<file path="config.mk">
export PLATFORM = sky130hd
export DESIGN_NAME = smsd_cell
export DESIGN_NICKNAME = d
export VERILOG_FILES = /design/src/rtl/smsd_pkg.sv /design/src/rtl/smsd_cell.sv
export SDC_FILE = /design/constraint.sdc
export NUM_CORES = 1
export LEC_CHECK = 0
export ABC_AREA = 1
export BUFFER_PORTS_ARGS = -buffer_cell sky130_fd_sc_hd__buf_2
export CORE_UTILIZATION = 30
export DETAILED_ROUTE_END_ITERATION = 10
export SYNTH_ARGS = -nofsm -noshare
export SYNTH_HDL_FRONTEND = slang
export SYNTH_SLANG_ARGS = --single-unit
</file>
<file path="constraint.sdc">
create_clock -name aclk -period 1.3 [get_ports aclk]
set_input_delay 0.26 -clock aclk [delete_from_list [all_inputs] [get_ports aclk]]
set_output_delay 0.26 -clock aclk [all_outputs]
set_load 0.03 [all_outputs]
</file>
<file path="src/rtl/smsd_pkg.sv">
// smsd_pkg: shared types and fixed field widths of the sliding median spike detector
// no dependencies; imported by the top level and the bin cell
`timescale 1ns / 1ps

package smsd_pkg;

    localparam int CFG_W    = 11;
    localparam int SAMPLE_W = 8;
    localparam int TWICE_W  = 9;
    localparam int TOTAL_W  = 32;

    // one-hot sequencer states
    typedef enum logic [2:0] {
        ST_IDLE = 3'b001,
        ST_SCAN = 3'b010,
        ST_DONE = 3'b100
    } smsd_state_t;

    // controls from the scan head to every bin cell
    typedef struct packed {
        logic clear;
        logic shift;
    } smsd_cell_ctrl_t;

endpackage

</file>
<file path="src/rtl/smsd_cell.sv">
// smsd_cell: one histogram bin count in the rotating bin chain
// depends on smsd_pkg for the cell control struct
`timescale 1ns / 1ps

module smsd_cell
    import smsd_pkg::*;
#(
    parameter int CNT_W = 11
) (
    input  logic             aclk,
    input  logic             aresetn,
    input  smsd_cell_ctrl_t  ctrl,
    input  logic [CNT_W-1:0] cnt_in,
    output logic [CNT_W-1:0] cnt_out
);

    logic [CNT_W-1:0] cnt_reg;
    logic [CNT_W-1:0] cnt_next;

    always_comb begin
        cnt_next = cnt_reg;
        if (ctrl.clear) begin
            cnt_next = '0;
        end else if (ctrl.shift) begin
            cnt_next = cnt_in;
        end
    end

    always_ff @(posedge aclk) begin
        if (!aresetn) begin
            cnt_reg <= '0;
        end else begin
            cnt_reg <= cnt_next;
        end
    end

    assign cnt_out = cnt_reg;

endmodule

</file>
==> results of run 1 <==
## routing by layer
layer  vias to the layer above  track usage [%]  wire (um)
met3                         2             8.72         73
met2                        16             16.9        360
met5                         -                0          0
met1                       168             16.1        384
met4                         0             5.17          8
li1                        208                -          -
## path summary, 6_finish.rpt
kind,from,endpoint,slack [ns]
setup / recovery,cnt_out[7]$_SDFFE_PP0P_,cnt_out[7],0.24
hold / removal,cnt_in[7],cnt_out[7]$_SDFFE_PP0P_,0.23
setup reg to reg,cnt_out[1]$_SDFFE_PP0P_,cnt_out[1]$_SDFFE_PP0P_,0.72
hold reg to reg,cnt_out[3]$_SDFFE_PP0P_,cnt_out[3]$_SDFFE_PP0P_,0.46
## final cells by class
class                      instances  area, sq um
multi-input combinational         34          145
inverter                           2         7.51
timing repair buffer              25          125
sequential                        11          220
fill                             136          629
tap                               14         17.5
clock buffer                       4         26.3
## cells in the final DEF (no fill, tap or decap)
cell type,count
buf_2,25
nand2_1,23
dfxtp_1,11
a21oi_1,10
clkbuf_4,3
inv_1,2
a21oi_2,1
clkbuf_1,1
## cells by family (layout without fill, tap and decap cells)
kind of cell / count (synthesis) / in the layout / share of synthesized area (%)
and+or+nand+nor: 23 / 23 / 21.8
AOI/OAI and AO/OA: 11 / 11 / 14.8
DFF: 11 / 11 / 55.5
buffers and inverters: 5 / 31 / 7.89
## power groups by stage
stage	sequential, W	combinational [W]	clock (W)
final	0.000352	0.0000837	0.000229
after global routing	0.000353	0.0000916	0.000261
after CTS	0.000352	0.0000849	0.000242
after detailed placement	0.000360	0.0000848	0
after global placement	0.000360	0.0000834	0
after floorplan	0.000381	0.0000328	0
## through the flow
step / area [sq um] / cells / hold WS [ns]
floorplan: 397 / 50 / 0.397
global placement: 515 / 86 / 0.451
detailed placement: 515 / 86 / 0.452
CTS: 542 / 90 / 0.226
global route: 542 / 90 / 0.230
finish: 542 / 90 / 0.233
==> results.toml, run 1 <==
[status]
status = "finished clean"

[global_route]
grt_use_total_pct = 12.9
antenna_found_initial = 0
grt_pass1_wl_mm = 1.22
grt.overflow.total = 0
grt_max_degree = 13
grt_pass1_vias = 305

[power]
power_density_mw_per_mm2 = 1230
p_switching_w = 0.000168
p_int_w = 0.000497
seqPwrFrac_pct = 52.9
sw_frac_of_total_pct = 25.3
combPwrFrac_pct = 12.6
power_w = 0.000665
leakagePower_nw = 0.273
ir_drop_mv = 0.550
clkPwrFrac_pct = 34.5

[die]
fp.dieW_um = 38.4
start_util_pct = 33.9
dieArea_sq_mm = 0.00147
dieHeight_um = 38.4
core.rowCount = 12
core_sq_mm = 0.00117
top_level_ports = 26

[synth]
yosys_most_used_dff = "dfxtp_1"
yosys-top-cells-count = "nand2_1, dfxtp_1, a21oi_1, inv_1"
synth_most_common_cell = "nand2_1"
synth_cells = 50
syn-cell-area_sq_um = 397
synth.yosys.seq_area_share_pct = 55.5
synth_top_area_cell = "dfxtp_1"
synth.top_cell.area_share_pct = 55.5
synth_area_leaders = "dfxtp_1, nand2_1, a21oi_1, buf_6, a21oi_2"
avgSynthCellArea_sq_um = 7.93
yosys_warnings = 0
synthArstFlopShare_pct = 0
synth_edf_count = 0
yosysUniqueCellTypes = 8
synth_nets = 65
ys_ff_latch = 11

[clock_network]
cts.repair.resized = 0
post_cts.repair.setup_buffers = 0
cts_buffer_depth = 2
cts-hold-fix-buffers = 0
clk_pin_slew_worst_paths_ns = 0.07
cts_made_buffers = 3
cts_tree = "built"
clock_sinks = 11
clock_latency_ns = 0.26
htree_levels = 1
cts_root_buffer = "clkbuf_4"

[flow_run]
drv_cap = 0

[timing]
fin_tns_setup_ns = 0
finalHoldViolCount = 0
slew_violations = 0
finalCritPeriodShare_pct = 81.9
max_slew.worst_pin.slew_ns = 0.371
clock_skew_ns = 0
max_slew_margin_pct = 75.2
setup_viol = 0
period_needed_ns = 1.06
grt_setup_unrepaired = "no"
setup_ws_ns = 0.236
fmaxAchievable_mhz = 940

[final_layout]
drive_gt1_share_pct = 38.2
layout.nets = 92
largest_reg_flops = 11
area.growth.synth_to_final_pct = 36.6
final_util_pct = 46.3
diodes = 0

[placed_design]
dp_hpwl_um = 597
preCtsSetupSlack_ns = 0.276
gp_congestion = 0.586
port_buffers = 25

[drt]
wirelength_um = 826
via_per_inst = 4.38
wl_per_cell_um = 9.18
via_count = 394
first_pass_iters = 2
drc_errors = 0
drt_iter0_drc = 4
antenna_left = 0

[setup_path]
path_cells = "buf_2"
worstSetupPathType = "flip-flop to output port"
crit_buf_inv = 1
cp.required_ns = 1.04
cp_max_fo = 2
cpMaxStageDelayCell = "dfxtp_1"
worst_setup_path_start_kind = "flip-flop"
crit_arrival_ns = 0.80
cp_num_cells = 1
reg2reg_depth = 2
slowest_delay_ns = 0.34
crit_family = "flip-flops"
crit_path_end_kind = "output port"

[min_path]
hp-class = "input port to flip-flop"
hold_depth = 3
(Power assumes the default switching activity.)
==> inputs of run 2 (changes only) <==
==> constraint.sdc (replaced) <==
create_clock -name aclk -period 1 [get_ports aclk]
set_input_delay 0.2 -clock aclk [delete_from_list [all_inputs] [get_ports aclk]]
set_output_delay 0.2 -clock aclk [all_outputs]
set_load 0.03 [all_outputs]
==> run 2 against run 1 <==
  * Final cell count grew 1.1%
  * Largest cell class unchanged
  * Clock power grew 31%
  * Design area grew 9.5%
  * Power grew 33%
  * Die area is the same
  * Critical path depth is the same
==> results.toml, run 2 (synthesis gave the netlist of run 1 again) <==
[placed_design]
preCtsSetupSlack_ns = 0.132
dp_hpwl_um = 604
port_buffers = 25
gp_congestion = 0.619

[drt]
antenna_left = 0
first_pass_iters = 1
via_count = 387
drt_iter0_drc = 0
via_per_inst = 4.25
drc_errors = 0
wl_per_cell_um = 9.52
wirelength_um = 866

[final_layout]
multiInputGateArea_sq_um = 145
regArea_sq_um = 220
largest_reg_flops = 11
final_common_cell = "nand2_1"
drive_gt1_share_pct = 40.3
area.growth.synth_to_final_pct = 49.5
layout.nets = 93
diodes = 0
n_fill_cell = 125
layout_common_cells = "nand2_1, buf_2, dfxtp_1"

[timing]
clock_skew_ns = 0
setup_viol = 0
grt_setup_unrepaired = "no"
finalHoldViolCount = 0
finalCritPeriodShare_pct = 96.7
setup_ws_ns = 0.0326
period_needed_ns = 0.967
fin_tns_setup_ns = 0
fmaxAchievable_mhz = 1030
slew_violations = 0
max_slew.worst_pin.slew_ns = 0.380
max_slew_margin_pct = 74.6

[setup_path]
crit_arrival_ns = 0.77
slowest_delay_ns = 0.34
crit_buf_inv = 1
cp.required_ns = 0.80
cp_max_fo = 2
worst_setup_path_start_kind = "flip-flop"
cpMaxStageDelayCell = "dfxtp_1"
crit_family = "flip-flops"
path_cells = "buf_4"
crit_path_end_kind = "output port"
worstSetupPathType = "flip-flop to output port"

[die]
top_level_ports = 26
fp.dieW_um = 38.4
start_util_pct = 33.9
dieHeight_um = 38.4
dieArea_sq_mm = 0.00147
core.rowCount = 12
core_sq_mm = 0.00117

[power]
power_w = 0.000883
leakagePower_nw = 0.284
ir_drop_mv = 0.706
power_density_mw_per_mm2 = 1490

[global_route]
grt.overflow.total = 0
grt_max_degree = 12
grt_use_total_pct = 13.6
antenna_found_initial = 0
grt_pass1_wl_mm = 1.30
grt_pass1_vias = 326

[clock_network]
clock_latency_ns = 0.26
clock_sinks = 11
cts_made_buffers = 3
htree_levels = 1
cts_tree = "built"
clk_pin_slew_worst_paths_ns = 0.08
cts_buffer_depth = 2
cts_root_buffer = "clkbuf_4"

[min_path]
hp-class = "input port to flip-flop"

[flow_run]
drv_cap = 0

[status]
status = "finished clean"
## run 2: cell types whose count changed in the layout (fill, tap and decap cells not counted)
cell      change
buf_2        -11
buf_4         +8
buf_6         +4
clkbuf_1      -1
clkinv_2      +1
## run 2: report_power, final
part,switching (W),internal (W),total [W]
logic,0.0000696,0.0000529,0.000123
clock network,0.000154,0.000148,0.000301
registers,0.00000773,0.000452,0.000459
## run 2: layout make-up
| cell class | instances | area share, % |
|---|---|---|
| clock buffer | 3 | 3.80 |
| clock inverter | 1 | 0.844 |
| inverter | 2 | 1.27 |
| multi-input combinational | 34 | 24.5 |
| sequential | 11 | 37.1 |
| tap | 14 | 2.95 |
| timing repair buffer | 26 | 29.5 |
## run 2: tightest hold or removal path, cell delays in order
cell     delay, ns
buf_2         0.09
nand2_1       0.05
a21oi_1       0.05
## run 2: final timing paths
check	from	depth (start not counted)	slack, ns	endpoint
max	cnt_out[5]$_SDFFE_PP0P_	1	0.03	cnt_out[5]
min	cnt_in[5]	3	0.17	cnt_out[5]$_SDFFE_PP0P_
max reg2reg	cnt_out[2]$_SDFFE_PP0P_	2	0.38	cnt_out[2]$_SDFFE_PP0P_
min reg2reg	cnt_out[4]$_SDFFE_PP0P_	2	0.47	cnt_out[4]$_SDFFE_PP0P_
## run 2: through the flow
stage | hold WS (ns) | area [sq um] | std cells | utilization (%)
2_1_floorplan | 0.337 | 397 | 50 | -
3_3_place_gp | 0.450 | 523 | 87 | 44.7
3_5_place_dp | 0.454 | 523 | 87 | 44.7
4_1_cts | 0.165 | 568 | 91 | 48.5
5_1_grt | 0.170 | 593 | 91 | 50.6
6_report | 0.174 | 593 | 91 | 50.6
## run 2: metal layers
metal / wire length, um / vias up / GRT usage (%) / part of all wire, %
met3: 51 / 0 / 6.98 / 5.9
met4: 0 / 0 / 7.76 / 0
met1: 400 / 164 / 15.0 / 46
met5: 0 / - / 0 / 0
li1: - / 210 / - / -
met2: 414 / 13 / 20.8 / 48
## run 2: timing repair
item                                    CTS  global route
setup buffers                             0             0
hold buffers                              0             0
resized for setup                         7            12
hold endpoints to repair                  0             0
pin swaps                                 0             0
endpoints found under the setup margin    7             7
==> inputs of run 3 (changes only) <==
--- a/config.mk
+++ b/config.mk
@@ -7,8 +7,11 @@
 export LEC_CHECK = 0
 export ABC_AREA = 1
 export BUFFER_PORTS_ARGS = -buffer_cell sky130_fd_sc_hd__buf_2
-export CORE_UTILIZATION = 30
+export CELL_PAD_IN_SITES_DETAIL_PLACEMENT = 1
+export CELL_PAD_IN_SITES_GLOBAL_PLACEMENT = 2
+export CORE_UTILIZATION = 19
 export DETAILED_ROUTE_END_ITERATION = 10
+export PLACE_DENSITY_LB_ADDON = 0.1
 export SYNTH_ARGS = -nofsm -noshare
 export SYNTH_HDL_FRONTEND = slang
 export SYNTH_SLANG_ARGS = --single-unit
==> run 3 against run 2 <==
  * The run now ends with design-rule violations left
  * Via count increased by 5.9%
  * Power up 1.4%
  * Worst setup slack improved by 0.0087 ns
  * Wire length grew 21%
  * Design area rose by 6.8%
  * Critical endpoint unchanged
  * Largest power group unchanged
==> results.toml, run 3 (synthesis gave the netlist of run 1 again) <==
[setup_path]
r2r_end = "cnt_out[5]$_SDFFE_PP0P_"
cpMaxStageDelayCell = "dfxtp_1"
crit_path_end_kind = "output port"
critical_path.startpoint = "cnt_out[5]$_SDFFE_PP0P_"
worstSetupPathType = "flip-flop to output port"
worst_setup_path_start_kind = "flip-flop"
crit_arrival_ns = 0.76
cp-endpoint = "cnt_out[5]"
cp.required_ns = 0.80
crit_buf_inv = 1
r2r-start = "cnt_out[5]$_SDFFE_PP0P_"
reg2reg_depth = 2
path_cells = "buf_6"
crit_family = "flip-flops"
cp_num_cells = 1
reg2reg_slack_ns = 0.37
slowest_delay_ns = 0.36
cp_max_fo = 2

[final_layout]
layout_common_cells = "nand2_1, buf_2, a21oi_1, buf_6, dfxtp_1"
area.growth.synth_to_final_pct = 59.6
final_common_cell = "nand2_1"
regArea_sq_um = 223
stdcell_count = 104
final_util_pct = 32.3
layout.nets = 93
largest_reg_flops = 11
n_fill_cell = 265
drive_gt1_share_pct = 41.6
fin_area_sq_um = 633
multiInputGateArea_sq_um = 145
diodes = 0

[die]
fp.dieW_um = 47.7
core.rowCount = 16
dieArea_sq_mm = 0.00227
dieHeight_um = 47.7
start_util_pct = 20.2
core_sq_mm = 0.00196
top_level_ports = 26

[timing]
setup_viol = 0
clock_skew_ns = 0
slew_violations = 0
max_slew_margin_pct = 73.7
max_slew.worst_pin.slew_ns = 0.394
finalHoldViolCount = 0
finalCritPeriodShare_pct = 95.9
fmaxAchievable_mhz = 1040
fin_tns_setup_ns = 0
period_needed_ns = 0.959

[drt]
antenna_left = 0
drc_errors = 1
first_pass_iters = 7
wirelength_mm = 1.05
via_per_inst = 3.94
drt_iter0_drc = 3
via_count = 410
wl_per_cell_um = 10.1

[power]
p_switching_w = 0.000232
combPwrFrac_pct = 14.4
ir_drop_mv = 0.576
p_int_w = 0.000664
power_density_mw_per_mm2 = 1420
seqPwrFrac_pct = 51.5
leakagePower_nw = 0.287
clkPwrFrac_pct = 34.1
sw_frac_of_total_pct = 25.9

[clock_network]
post_cts.repair.setup_buffers = 0
cts_buffer_depth = 2
cts_root_buffer = "clkbuf_4"
clock_sinks = 11
cts_made_buffers = 3
clk_pin_slew_worst_paths_ns = 0.07
htree_levels = 1
cts_tree = "built"
clock_latency_ns = 0.26

[global_route]
antenna_found_initial = 0
grt.overflow.total = 0
grt_use_total_pct = 9.88
grt_max_degree = 12
grt_pass1_wl_mm = 1.51
grt_pass1_vias = 369

[placed_design]
port_buffers = 25
gp_congestion = 0.645
post_dp_cell_area_sq_um = 539
place_inst = 100

[min_path]
hp-class = "input port to flip-flop"

[status]
violations = "design-rule violations"
status = "complete, but fails checks"

[flow_run]
drv_cap = 0
## run 3: power groups by stage
stage | clock, W | sequential [W] | combinational, W
floorplan | 0 | 0.000496 | 0.0000427
global placement | 0 | 0.000469 | 0.000117
detailed placement | 0 | 0.000469 | 0.000116
CTS | 0.000326 | 0.000459 | 0.000124
global route | 0.000346 | 0.000464 | 0.000143
finish | 0.000306 | 0.000461 | 0.000129
## run 3: through the flow
step	power, W	worst slack [ns]	hold WS, ns
after floorplan	0.000539	0.246	0.337
after detailed placement	0.000585	0.107	0.453
after global placement	0.000586	0.0887	0.451
after CTS	0.000909	0.0104	0.167
after global routing	0.000952	-0.00974	0.159
final	0.000896	0.0413	0.172
## run 3: how the worst min path moves through the flow
stage / from / to / slack (ns) / cells after the start
final: cnt_in[2] / cnt_out[2]$_SDFFE_PP0P_ / 0.17 / 3
after global routing: cnt_in[2] / cnt_out[2]$_SDFFE_PP0P_ / 0.16 / 3
after CTS: cnt_in[7] / cnt_out[7]$_SDFFE_PP0P_ / 0.17 / 3
after detailed placement: cnt_out[6]$_SDFFE_PP0P_ / cnt_out[6]$_SDFFE_PP0P_ / 0.45 / 2
after global placement: cnt_out[4]$_SDFFE_PP0P_ / cnt_out[4]$_SDFFE_PP0P_ / 0.45 / 2
after floorplan: cnt_in[7] / cnt_out[7]$_SDFFE_PP0P_ / 0.34 / 2
## run 3: layout make-up
type                            count  share of cell area [%]
Clock buffer                        4                    4.15
Inverter                            2                    1.19
Multi-Input combinational cell     34                    22.9
Sequential cell                    11                    35.2
Tap cell                           27                    5.34
Timing Repair Buffer               26                    31.2
## run 3: worst register-to-register path, cell delays in order (launching register included)
cell,delay (ns)
dfxtp_1,0.36
nand2_1,0.06
a21oi_1,0.14
## run 3: what timing repair did
action | 4_1_cts | 5_1_grt
hold buffers | 0 | 0
endpoints found under the setup margin | 11 | 10
gates resized for setup | 11 | 12
## run 3: routing by layer
| layer | part of all wire, % | global-route usage [%] | vias up |
|---|---|---|---|
| li1 | - | - | 214 |
| met1 | 50 | 11.3 | 181 |
| met2 | 44 | 16.2 | 15 |
| met3 | 5.5 | 3.40 | 0 |
| met4 | 0 | 5.00 | 0 |
| met5 | 0 | 0 | - |
